File: src/hdl/fbpa_pkg.sv
package fbpa_pkg;

    localparam int DEFAULT_MAX_BLOCKS = 64;
    localparam int POOL_RESET         = 64;
    localparam int IDX_W              = 6;
    localparam int CNT_W              = 7;
    localparam int LEN_W              = 16;
    localparam int WANT_W             = 32;
    localparam int FAIL_W             = 32;
    localparam int IN_W               = 40;
    localparam int OUT_W              = 80;

    localparam logic [LEN_W-1:0] BYTES_RESET = 16'd2048;

    typedef enum logic [1:0] {
        REQ_ACQUIRE = 2'd0,
        REQ_RELEASE = 2'd1,
        REQ_SET_LEN = 2'd2
    } t_req;

    typedef enum logic [1:0] {
        ST_OK      = 2'd0,
        ST_NO_FREE = 2'd1,
        ST_INVALID = 2'd2
    } t_status;

    typedef enum logic [1:0] {
        S_CLEAR,
        S_IDLE,
        S_EXEC
    } t_state;

    typedef enum logic {
        CFG_POOL_BLOCKS = 1'b0,
        CFG_BLOCK_BYTES = 1'b1
    } t_cfg_reg;

    typedef struct packed {
        logic rd_en;
        logic wr_en;
    } t_mem_ctl;

endpackage

File: src/hdl/fbpa_ram.sv
module fbpa_ram #(
    parameter int WIDTH = 1,
    parameter int DEPTH = 2,
    parameter int AW    = (DEPTH > 1) ? $clog2(DEPTH) : 1
) (
    input  logic                 i_clk,
    input  fbpa_pkg::t_mem_ctl   i_ctl,
    input  logic [AW-1:0]        i_rd_addr,
    output logic [WIDTH-1:0]     o_rd_data,
    input  logic [AW-1:0]        i_wr_addr,
    input  logic [WIDTH-1:0]     i_wr_data
);

    logic [WIDTH-1:0] r_mem [DEPTH];
    logic [WIDTH-1:0] r_rd_data;

    always_ff @(posedge i_clk) begin
        if (i_ctl.wr_en) begin
            r_mem[i_wr_addr] <= i_wr_data;
        end
        if (i_ctl.rd_en) begin
            r_rd_data <= r_mem[i_rd_addr];
        end
    end

    assign o_rd_data = r_rd_data;

endmodule

File: src/hdl/fixed_block_pool_allocator_top.sv
// Channel   Direction  Handshake               Payload
// s         in         s_tvalid / s_tready     s_tdata: request word
// m         out        m_tvalid / m_tready     m_tdata: result word
// cfg       in         i_cfg_valid / o_cfg_ready  i_cfg_index, i_cfg_data
//
// A request has two steps: one reads the free stack and the busy flags,
// the next updates them and loads the result register. The result register frees
// the input side, so the next word is taken while a result waits; the update
// cycle holds only while the result register is still full.
// After reset and after each pool_blocks write, a pass over every entry clears
// the busy flag memory, one entry a cycle, with s_tready low.
module fixed_block_pool_allocator_top #(
    parameter int MAX_BLOCKS = fbpa_pkg::DEFAULT_MAX_BLOCKS
) (
    input  logic                       i_clk,
    input  logic                       i_rst_n,
    input  logic                       s_tvalid,
    output logic                       s_tready,
    // req_type[1:0], block_index[7:2], requested_length[39:8]
    input  logic [fbpa_pkg::IN_W-1:0]  s_tdata,
    output logic                       m_tvalid,
    input  logic                       m_tready,
    // status[1:0], granted_index[7:2], stored_length[23:8], free_blocks[30:24],
    // used_blocks[37:31], peak_used[44:38], failed_acquires[76:45], zeros above
    output logic [fbpa_pkg::OUT_W-1:0] m_tdata,
    input  logic                       i_cfg_valid,
    output logic                       o_cfg_ready,
    input  logic                       i_cfg_index,
    input  logic [15:0]                i_cfg_data
);
    import fbpa_pkg::*;

    localparam int IW        = (MAX_BLOCKS > 1) ? $clog2(MAX_BLOCKS) : 1;
    localparam int DW        = $clog2(MAX_BLOCKS + 1);
    localparam int POOL_INIT = (POOL_RESET > MAX_BLOCKS) ? MAX_BLOCKS : POOL_RESET;

    t_state               r_state, n_state;
    logic [IW-1:0]        r_clr_addr;
    logic [DW-1:0]        r_pool, n_pool;
    logic [LEN_W-1:0]     r_bytes;
    logic [DW-1:0]        r_depth, n_depth;
    logic [DW-1:0]        r_low, n_low;
    logic [DW-1:0]        r_peak, n_peak;
    logic [FAIL_W-1:0]    r_fail, n_fail;
    t_req                 r_req;
    logic [IDX_W-1:0]     r_idx;
    logic [WANT_W-1:0]    r_want;
    logic                 r_pop_init;
    logic [IW-1:0]        r_pop_val;
    logic                 r_m_valid;
    logic [OUT_W-1:0]     r_m_data;

    t_mem_ctl             stk_ctl, bsy_ctl;
    logic [IW-1:0]        stk_rd_addr, stk_wr_addr, stk_rd_data;
    logic [IW-1:0]        bsy_rd_addr, bsy_wr_addr;
    logic                 bsy_wr_data, bsy_rd_data;

    logic                 s_fire, cfg_fire, pool_wr, exec_go;
    logic [6:0]           cfg_v7;
    logic [IW-1:0]        pop_top;
    logic                 valid_idx;
    t_status              res_status;
    logic [IDX_W-1:0]     res_granted;
    logic [LEN_W-1:0]     res_len;
    logic [DW-1:0]        used_new;

    assign o_cfg_ready = 1'b1;
    assign cfg_fire    = i_cfg_valid;
    assign pool_wr     = cfg_fire && (t_cfg_reg'(i_cfg_index) == CFG_POOL_BLOCKS);
    assign cfg_v7      = i_cfg_data[6:0];
    assign s_fire      = s_tvalid && s_tready;
    assign exec_go     = (r_state == S_EXEC) && (!r_m_valid || m_tready);

    always_comb begin
        if (cfg_v7 == 7'd0) begin
            n_pool = DW'(1);
        end else if (int'(cfg_v7) > MAX_BLOCKS) begin
            n_pool = DW'(MAX_BLOCKS);
        end else begin
            n_pool = DW'(cfg_v7);
        end
    end

    always_comb begin
        n_state = r_state;
        unique case (r_state)
            S_CLEAR: begin
                if (r_clr_addr == IW'(MAX_BLOCKS - 1)) begin
                    n_state = S_IDLE;
                end
            end
            S_IDLE: begin
                if (s_fire) begin
                    n_state = S_EXEC;
                end
            end
            S_EXEC: begin
                if (exec_go) begin
                    n_state = S_IDLE;
                end
            end
            default: n_state = S_CLEAR;
        endcase
        if (pool_wr) begin
            n_state = S_CLEAR;
        end
    end

    assign pop_top   = r_pop_init ? r_pop_val : stk_rd_data;
    assign valid_idx = (32'(r_idx) < 32'(r_pool)) && (32'(r_idx) < MAX_BLOCKS);
    assign used_new  = r_pool - n_depth;

    always_comb begin
        s_tready      = (r_state == S_IDLE);
        stk_ctl.rd_en = s_fire;
        stk_ctl.wr_en = 1'b0;
        stk_rd_addr   = IW'(r_depth - DW'(1));
        stk_wr_addr   = IW'(r_depth);
        bsy_ctl.rd_en = s_fire;
        bsy_ctl.wr_en = 1'b0;
        bsy_rd_addr   = IW'(s_tdata[7:2]);
        bsy_wr_addr   = r_clr_addr;
        bsy_wr_data   = 1'b0;
        n_depth       = r_depth;
        n_low         = r_low;
        n_peak        = r_peak;
        n_fail        = r_fail;
        res_status    = ST_INVALID;
        res_granted   = r_idx;
        res_len       = '0;

        unique case (r_req)
            REQ_ACQUIRE: begin
                res_granted = '0;
                if (r_depth == '0) begin
                    res_status = ST_NO_FREE;
                    if (r_fail != '1) begin
                        n_fail = r_fail + FAIL_W'(1);
                    end
                end else begin
                    res_status  = ST_OK;
                    res_granted = IDX_W'(pop_top);
                    n_depth     = r_depth - DW'(1);
                    bsy_wr_addr = pop_top;
                    bsy_wr_data = 1'b1;
                    bsy_ctl.wr_en = exec_go;
                    if (r_pop_init) begin
                        n_low = n_depth;
                    end
                end
            end
            REQ_RELEASE: begin
                if (valid_idx && bsy_rd_data && (r_depth < r_pool)) begin
                    res_status    = ST_OK;
                    n_depth       = r_depth + DW'(1);
                    bsy_wr_addr   = IW'(r_idx);
                    bsy_wr_data   = 1'b0;
                    bsy_ctl.wr_en = exec_go;
                    stk_ctl.wr_en = exec_go;
                end
            end
            REQ_SET_LEN: begin
                if (valid_idx && bsy_rd_data) begin
                    res_status = ST_OK;
                    res_len    = (r_want <= WANT_W'(r_bytes)) ? LEN_W'(r_want) : r_bytes;
                end
            end
            default: res_status = ST_INVALID;
        endcase

        if (r_state == S_CLEAR) begin
            bsy_ctl.wr_en = 1'b1;
            bsy_wr_addr   = r_clr_addr;
            bsy_wr_data   = 1'b0;
        end

        if (used_new > r_peak) begin
            n_peak = used_new;
        end
    end

    fbpa_ram #(
        .WIDTH (IW),
        .DEPTH (MAX_BLOCKS)
    ) u_stack (
        .i_clk     (i_clk),
        .i_ctl     (stk_ctl),
        .i_rd_addr (stk_rd_addr),
        .o_rd_data (stk_rd_data),
        .i_wr_addr (stk_wr_addr),
        .i_wr_data (IW'(r_idx))
    );

    fbpa_ram #(
        .WIDTH (1),
        .DEPTH (MAX_BLOCKS)
    ) u_busy (
        .i_clk     (i_clk),
        .i_ctl     (bsy_ctl),
        .i_rd_addr (bsy_rd_addr),
        .o_rd_data (bsy_rd_data),
        .i_wr_addr (bsy_wr_addr),
        .i_wr_data (bsy_wr_data)
    );

    always_ff @(posedge i_clk) begin
        if (!i_rst_n) begin
            r_state    <= S_CLEAR;
            r_clr_addr <= '0;
            r_pool     <= DW'(POOL_INIT);
            r_bytes    <= BYTES_RESET;
            r_depth    <= DW'(POOL_INIT);
            r_low      <= DW'(POOL_INIT);
            r_peak     <= '0;
            r_fail     <= '0;
            r_m_valid  <= 1'b0;
        end else begin
            r_state <= n_state;
            if (pool_wr) begin
                r_clr_addr <= '0;
            end else if (r_state == S_CLEAR) begin
                r_clr_addr <= r_clr_addr + IW'(1);
            end
            if (exec_go) begin
                r_m_valid <= 1'b1;
            end else if (m_tready) begin
                r_m_valid <= 1'b0;
            end
            if (cfg_fire && (t_cfg_reg'(i_cfg_index) == CFG_BLOCK_BYTES)) begin
                r_bytes <= i_cfg_data;
            end
            if (pool_wr) begin
                r_pool     <= n_pool;
                r_depth    <= n_pool;
                r_low      <= n_pool;
                r_peak     <= '0;
                r_fail     <= '0;
            end else if (exec_go) begin
                r_depth   <= n_depth;
                r_low     <= n_low;
                r_peak    <= n_peak;
                r_fail    <= n_fail;
            end
        end
    end

    always_ff @(posedge i_clk) begin
        if (s_fire) begin
            r_req      <= t_req'(s_tdata[1:0]);
            r_idx      <= s_tdata[7:2];
            r_want     <= s_tdata[39:8];
            r_pop_init <= (r_depth <= r_low);
            r_pop_val  <= IW'(r_pool - r_depth);
        end
        if (exec_go) begin
            r_m_data <= {3'b000, n_fail, CNT_W'(n_peak), CNT_W'(used_new),
                         CNT_W'(n_depth), res_len, res_granted, res_status};
        end
    end

    assign m_tvalid = r_m_valid;
    assign m_tdata  = r_m_data;

endmodule

File: config.mk
export PLATFORM = sky130hd
export DESIGN_NAME = fixed_block_pool_allocator_top
export DESIGN_NICKNAME = d
export VERILOG_FILES = /design/src/hdl/fbpa_pkg.sv /design/src/hdl/fbpa_ram.sv /design/src/hdl/fixed_block_pool_allocator_top.sv
export SDC_FILE = /design/constraint.sdc
export NUM_CORES = 1
export LEC_CHECK = 0
export CAP_MARGIN = 10
export CORE_MARGIN = 2
export CORE_UTILIZATION = 32
export DETAILED_ROUTE_END_ITERATION = 16
export DONT_BUFFER_PORTS = 1
export GPL_TIMING_DRIVEN = 0
export SLEW_MARGIN = 15
export SYNTH_ARGS = -nofsm -noshare
export SYNTH_HDL_FRONTEND = slang
export SYNTH_SLANG_ARGS = --single-unit
File: constraint.sdc
create_clock -name i_clk -period 8.6 [get_ports i_clk]
set_input_delay 0.43 -clock i_clk [delete_from_list [all_inputs] [get_ports i_clk]]
set_output_delay 0.43 -clock i_clk [all_outputs]
set_load 0.01 [all_outputs]
# After elaboration in Yosys (flattened, before gate mapping)
# Memory sizes are Yosys's and may differ from the RTL's. A register that Yosys moved wholly into a read port is not among the register bits.
# Cells that the tools add are included.
[classes] addsub=6 n_lt_le_gt_ge=6 n_eq_ne=10 n_mux=46 bitwise=2 n_reduce_logical=20
[op_table] cell="32-bit 2-to-1 mux" n=3
[op_table] cell="7-bit 2-to-1 mux" n=12
[op_table] cell="6-bit 2-to-1 mux" n=6
[op_table] cell="32-bit by 1-bit adder with 32-bit output, second input constant" n=1
[op_table] cell="32-bit by 16-bit less-or-equal comparator with 1-bit output" n=1
[op_table] cell="32-bit inequality test, second input constant" n=1
[op_table] cell="16-bit 2-to-1 mux" n=1
[op_table] cell="7-bit zero test" n=2
[op_table] cell="1-bit 2-to-1 mux" n=14
[op_table] cell="7-bit one-hot mux with 2 select lines" n=1
[op_table] cell="2-bit one-hot mux with 3 select lines" n=2
[op_table] cell="6-bit one-hot mux with 2 select lines" n=1
[op_table] cell="2-bit 2-to-1 mux" n=5
[op_table] cell="2-bit nonzero test" n=4
[op_table] cell="7-bit by 1-bit adder with 7-bit output, second input constant" n=1
[op_table] cell="7-bit > comparator" n=1
[op_table] cell="7-bit > comparator, second input constant" n=1
[op_table] cell="7-bit less-or-equal comparator" n=1
[op_table] cell="6-bit by 7-bit < comparator with 1-bit output" n=1
[op_table] cell="7-bit < comparator" n=1
[op_table] cell="7-bit by 1-bit subtractor with 7-bit output, second input constant" n=1
[op_table] cell="7-bit subtractor" n=1
[op_table] cell="6-bit by 1-bit adder with 6-bit output, second input constant" n=1
[op_table] cell="6-bit equality test, second input constant" n=1
[op_table] cell="other kinds (15)" n=26
[totals] ff_bits=209 mem_bits_rw=448 in_bits=62 output_inout_bits=83 n_memories=2
[mem_list] memory="u_stack.r_mem" words=64 word_bits=6 read_ports=1 rd_clocked_by_memory_dff=1 write_ports=1 line="fbpa_ram.sv:14" text="logic [WIDTH-1:0] r_mem [DEPTH];"
[mem_list] memory="u_busy.r_mem" words=64 word_bits=1 read_ports=1 rd_clocked_by_memory_dff=1 write_ports=1 line="fbpa_ram.sv:14"

# Depth between registers and ports, before layout
[logic_depth] word_depth=8 mapped_depth=28 mapped_depth_nobuf=25

# Hierarchy
# A second synthesis with hierarchy kept.
[hier_totals] cells_unflattened=1918 area_unflattened_um2=28488.6
[by_module_without_submodules] mod="fbpa_ram (u_stack)" instances=1 cells_each=720 area_per_inst_um2=15285.9
[by_module_without_submodules] mod="fixed_block_pool_allocator_top" instances=1 cells_each=994 area_per_inst_um2=10278.6
[by_module_without_submodules] mod="fbpa_ram (u_busy)" instances=1 cells_each=204 area_per_inst_um2=2924.1

# Worst setup path before layout
# Ideal clock, no wire load.
[synth_timing] path_type="reg-to-reg" startpoint="register r_depth[0]" endpoint="register r_peak[0]" setup_time_ps=132 arrival_time_ps=6106 t_required_ps=8468 slack_ps=2362 stages_incl_launch_ff=27 path_buffers=6 synth_period_minus_slack_ps=6238 cell_sequence="dfxtp_1 > clkbuf_1 > buf_1 > buf_1 > inv_1 > ha_1 > clkbuf_1 > clkbuf_1 > clkbuf_1 > nand4_1 > a21oi_1 > nor2_1 > fa_1 > a21oi_1 > o21ai_0 > o21a_1 > nor2_1 > xnor2_1 > xor2_1 > inv_1 > ha_1 > nand4_1 > a21oi_1 > o31ai_1 > mux2_2 > nand2_1 > a21oi_1"
[synth_between] elab_chain_len=7 elab_cells_between_ends=11
[synth_rtl] item="start: declaration" line="fixed_block_pool_allocator_top.sv:41" text="logic [DW-1:0] r_depth, n_depth;"
[synth_rtl] item="start signal: assignment" line="fixed_block_pool_allocator_top.sv:212" text="r_depth <= DW'(POOL_INIT);"
[synth_rtl] item="start signal: assignment" line="fixed_block_pool_allocator_top.sv:234" text="r_depth <= n_pool;"
[synth_rtl] item="start signal: assignment" line="fixed_block_pool_allocator_top.sv:239" text="r_depth <= n_depth;"
[synth_rtl] item="7-bit < comparator" line="fixed_block_pool_allocator_top.sv:153" text="if (valid_idx && bsy_rd_data && (r_depth < r_pool)) begin"
[synth_rtl] item="1-bit logical AND" line="fixed_block_pool_allocator_top.sv:153"
[synth_rtl] item="7-bit 2-to-1 mux" line="fixed_block_pool_allocator_top.sv:153"
[synth_rtl] item="7-bit one-hot mux with 2 select lines (*)" line="fixed_block_pool_allocator_top.sv:132" text="unique case (r_req)"
[synth_rtl] item="7-bit subtractor (*)" line="fixed_block_pool_allocator_top.sv:111" text="assign used_new = r_pool - n_depth;"
[synth_rtl] item="named net used_new[6]" line="fixed_block_pool_allocator_top.sv:65" text="logic [DW-1:0] used_new;"
[synth_rtl] item="7-bit > comparator (*)" line="fixed_block_pool_allocator_top.sv:177" text="if (used_new > r_peak) begin"
[synth_rtl] item="7-bit 2-to-1 mux (*)" line="fixed_block_pool_allocator_top.sv:177"
[synth_rtl] item="named net n_peak[0]" line="fixed_block_pool_allocator_top.sv:43" text="logic [DW-1:0] r_peak, n_peak;"
[synth_rtl] item="end signal: assignment" line="fixed_block_pool_allocator_top.sv:241" text="r_peak <= n_peak;"
[synth_rtl] item="end: declaration" line="fixed_block_pool_allocator_top.sv:43"
# Mark *: on every way through the listed nets, which the timed path passes. The rest lies on a longest branch.
# A chain may end at the register's enable or synchronous reset.

# Final worst setup path
[layout_timing] startpoint="register r_depth[0]" endpoint="register r_peak[1]"
# The elaborated chain is that of the path after synthesis.

==> metrics.yaml <==
drtIter0Drc: 1547
die_area_sq_um: 91600
row_count: 109
yosys_most_used_dff: "edfxtp_1"
via_per_inst: 5.16
wire_per_inst_microns: 21.6
r2r-start: "r_depth[0]"
worstSetupPathType: "register to register"
vdd_ir_drop_max_mv: 0.123
register_area_sq_um: 19100
critPathMaxStageDelay_ns: 0.67
setup_tns_ns: 0
finalSetupViolCount: 0
final.period_utilization: 0.911
first_pass_iters: 7
cp_slowest_cell: "ha_2"
die_w_microns: 303
r2r-end: "r_peak[1]"
clock-root-buffer: "clkbuf_16"
num_vias: 16800
coreArea_sq_um: 88400
routed.top_layer: "met4"
grt_pass1_wl_microns: 106000
grt-ovfl-total: 0
power_mw: 6.87
cp_top_family: "buffers and inverters"
r2r_cells: 25
synthesis.area_sq_um: 28600
post-synth-top-count-cell: "edfxtp_1"
setup_ws_ns: 0.769
drive_above_1_share: 0.141
area_growth_pct: 16.3
hold_path_class: "primary input to register"
cts_buffers: 71
fillers: 8212
relSlewSlack: 0.166
max_freq_ghz: 0.128
whs_path_depth: 2
hold_viol_final: 0
seq_area_frac_synth: 0.668
crit_path_end_kind: "register"
p_per_area_nw_per_um2: 207
holdPathEnd: "m_tvalid"
gp_congestion: 0.871
portBuffers: 0
die_h_microns: 303
synth_common_cells: "edfxtp_1, nor2_1, mux4_2"
cts_tree: "built"
rsz0062_at_grt: "false"
hold_start: "m_tready"
drc_errors: 0
async_flop_share: 0
pin_count: 145
cp_data_required_time_ns: 9.06
clock_skew_ns: 0.0194
grt_pass1_vias: 17100
clock-sinks: 664
synth_cell_type_count: 70
p_leak_nw: 10.4
instances_no_fill: 3263
yosys-top-cells-area: "edfxtp_1, mux4_2, dfxtp_1, nor2_1, ha_1"
dpl.hpwl_microns: 49900
critical_path_peak_fanout: 10
outcome: "finished, final reports clean"
arrival_ns: 8.29
start_kind: "register"
ys_warn_count: 0
pre_cts_ws_ns: -0.481
routed_wl_microns: 70500
grt_max_degree: 65
met1_length_microns: 29400
syn_inst: 1895
start_util: 0.323
synth-edff-count: 579
ant_nets: 0
slew_violations: 0
clkLatencyLatePin_ns: 0.61
synth_top_area_frac: 0.609
period_needed_ns: 7.83
multi_input_area_sq_um: 8870
syn_avg_cell_area_sq_um: 15.1
utilization: 0.376
htreeDepth: 3
placed_cells: 3082
max-cap-violations: 0
gr-usage-all-layers: 0.154
synth_top_cell_by_area: "edfxtp_1"
antenna_found_initial: 1
cp_num_buf_inv: 7
nets: 2167
final_cell_area_sq_um: 33200
clk_path_buf_depth: 3
holdWs_ns: 0.0403
path_clk_slew_ns: 0.06
met3_length_microns: 4640
placed_area_sq_um: 30400
synth_seq_cells: 664
wl_met2_microns: 34600
max_slew.worst_pin.slew_ns: 1.24
reg2reg_setup_slack_ns: 0.77
[cells in the final DEF (no fill, tap or decap), types with 7 or more instances in the layout]
| cell | n |
|---|---|
| a21boi_0 | 17 |
| inv_1 | 61 |
| buf_2 | 12 |
| nand4_1 | 28 |
| o21ai_0 | 60 |
| xnor2_1 | 40 |
| buf_1 | 11 |
| or3_1 | 17 |
| clkinv_1 | 13 |
| dlygate4sd3_1 | 56 |
| nand2b_1 | 8 |
| clkbuf_16 | 73 |
| nor4_1 | 7 |
| nand2_1 | 118 |
| and3_1 | 9 |
| buf_16 | 7 |
| nand3_1 | 64 |
| mux2i_1 | 62 |
| nor3_1 | 15 |
| o31ai_1 | 8 |
| dfxtp_1 | 85 |
| ha_1 | 57 |
| clkbuf_1 | 80 |
| o211ai_1 | 8 |
| nor2_1 | 198 |
| a21o_1 | 9 |
| buf_8 | 10 |
| xor2_1 | 33 |
| mux4_2 | 129 |
| a21oi_1 | 76 |
| edfxtp_1 | 579 |
| nor2b_1 | 13 |
[routing by layer]
metal / track usage / vias up
met5: 0 / -
met1: 0.197 / 8578
li1: - / 7557
met3: 0.0310 / 108
met2: 0.262 / 590
met4: 0.0517 / 0
[worst max path at each step]
stage / startpoint / to / slack [ns] / cells after the start
floorplan: r_depth[0] / r_peak[0] / 2.36 / 26
global placement: r_depth[0] / r_peak[0] / -0.47 / 26
detailed placement: r_depth[0] / r_peak[1] / -0.48 / 26
CTS: r_depth[0] / r_peak[1] / 0.04 / 26
global route: r_depth[0] / r_peak[3] / 0.11 / 25
finish: r_depth[0] / r_peak[1] / 0.77 / 25
[sequential cells by signal (all words and copies together), names as in the netlist]
signal / flops
r_pop_init: 1
r_idx: 6
r_bytes: 16
r_want: 32
u_busy.r_mem: 64
r_peak: 7
u_stack.r_mem: 384
r_fail: 32
r_depth: 7
u_stack.o_rd_data: 6
u_busy.o_rd_data: 1
m_tdata: 77
r_state: 2
r_pool: 7
m_tvalid: 1
r_low: 7
r_req: 2
r_pop_val: 6
r_clr_addr: 6
[report_power, final]
group	internal [mW]	leakage, nW	switching (mW)
Combinational	0.185	3.62	0.251
Clock	1.71	1.08	1.23
Sequential	3.48	5.73	0.0110
Total	5.38	10.4	1.49
[worst reg2reg max path: cells and delay by family (launching register included)]
family                     cells  cell delay, ns
DFF                            1            0.38
AOI/OAI and AO/OA              7            1.57
muxes                          1            0.42
and+or+nand+nor                5            0.66
adders and majority gates      3            1.45
xor gates and xnor gates       2            0.40
buffers and inverters          7            2.77
[logic make-up after synthesis]
family          synth area share
flops                      0.668
buf+inv                   0.0216
other cells             0.000263
compound gates            0.0511
xor+xnor                  0.0224
fa+ha+maj                 0.0268
mux                        0.126
simple gates              0.0835
[cell type report]
| class | count | area share |
|---|---|---|
| diodes | 1 | 0.0000753 |
| plain buffers | 91 | 0.0113 |
| clock inverters | 30 | 0.00825 |
| repair buffers | 76 | 0.0286 |
| multi-input cells | 1076 | 0.267 |
| inverters | 65 | 0.00735 |
| flip-flops and latches | 664 | 0.575 |
| well taps | 1165 | 0.0439 |
| clock buffers | 95 | 0.0587 |
[repair_timing]
action | in CTS | in global routing
setup buffers | 0 | 0
hold endpoints to repair | 59 | 0
gates cloned | 0 | 0
pin swaps | 0 | 0
setup endpoints to repair | 12 | 13
resized for setup | 3 | 2
hold buffers | 56 | 0
(Power assumes the default switching activity.)
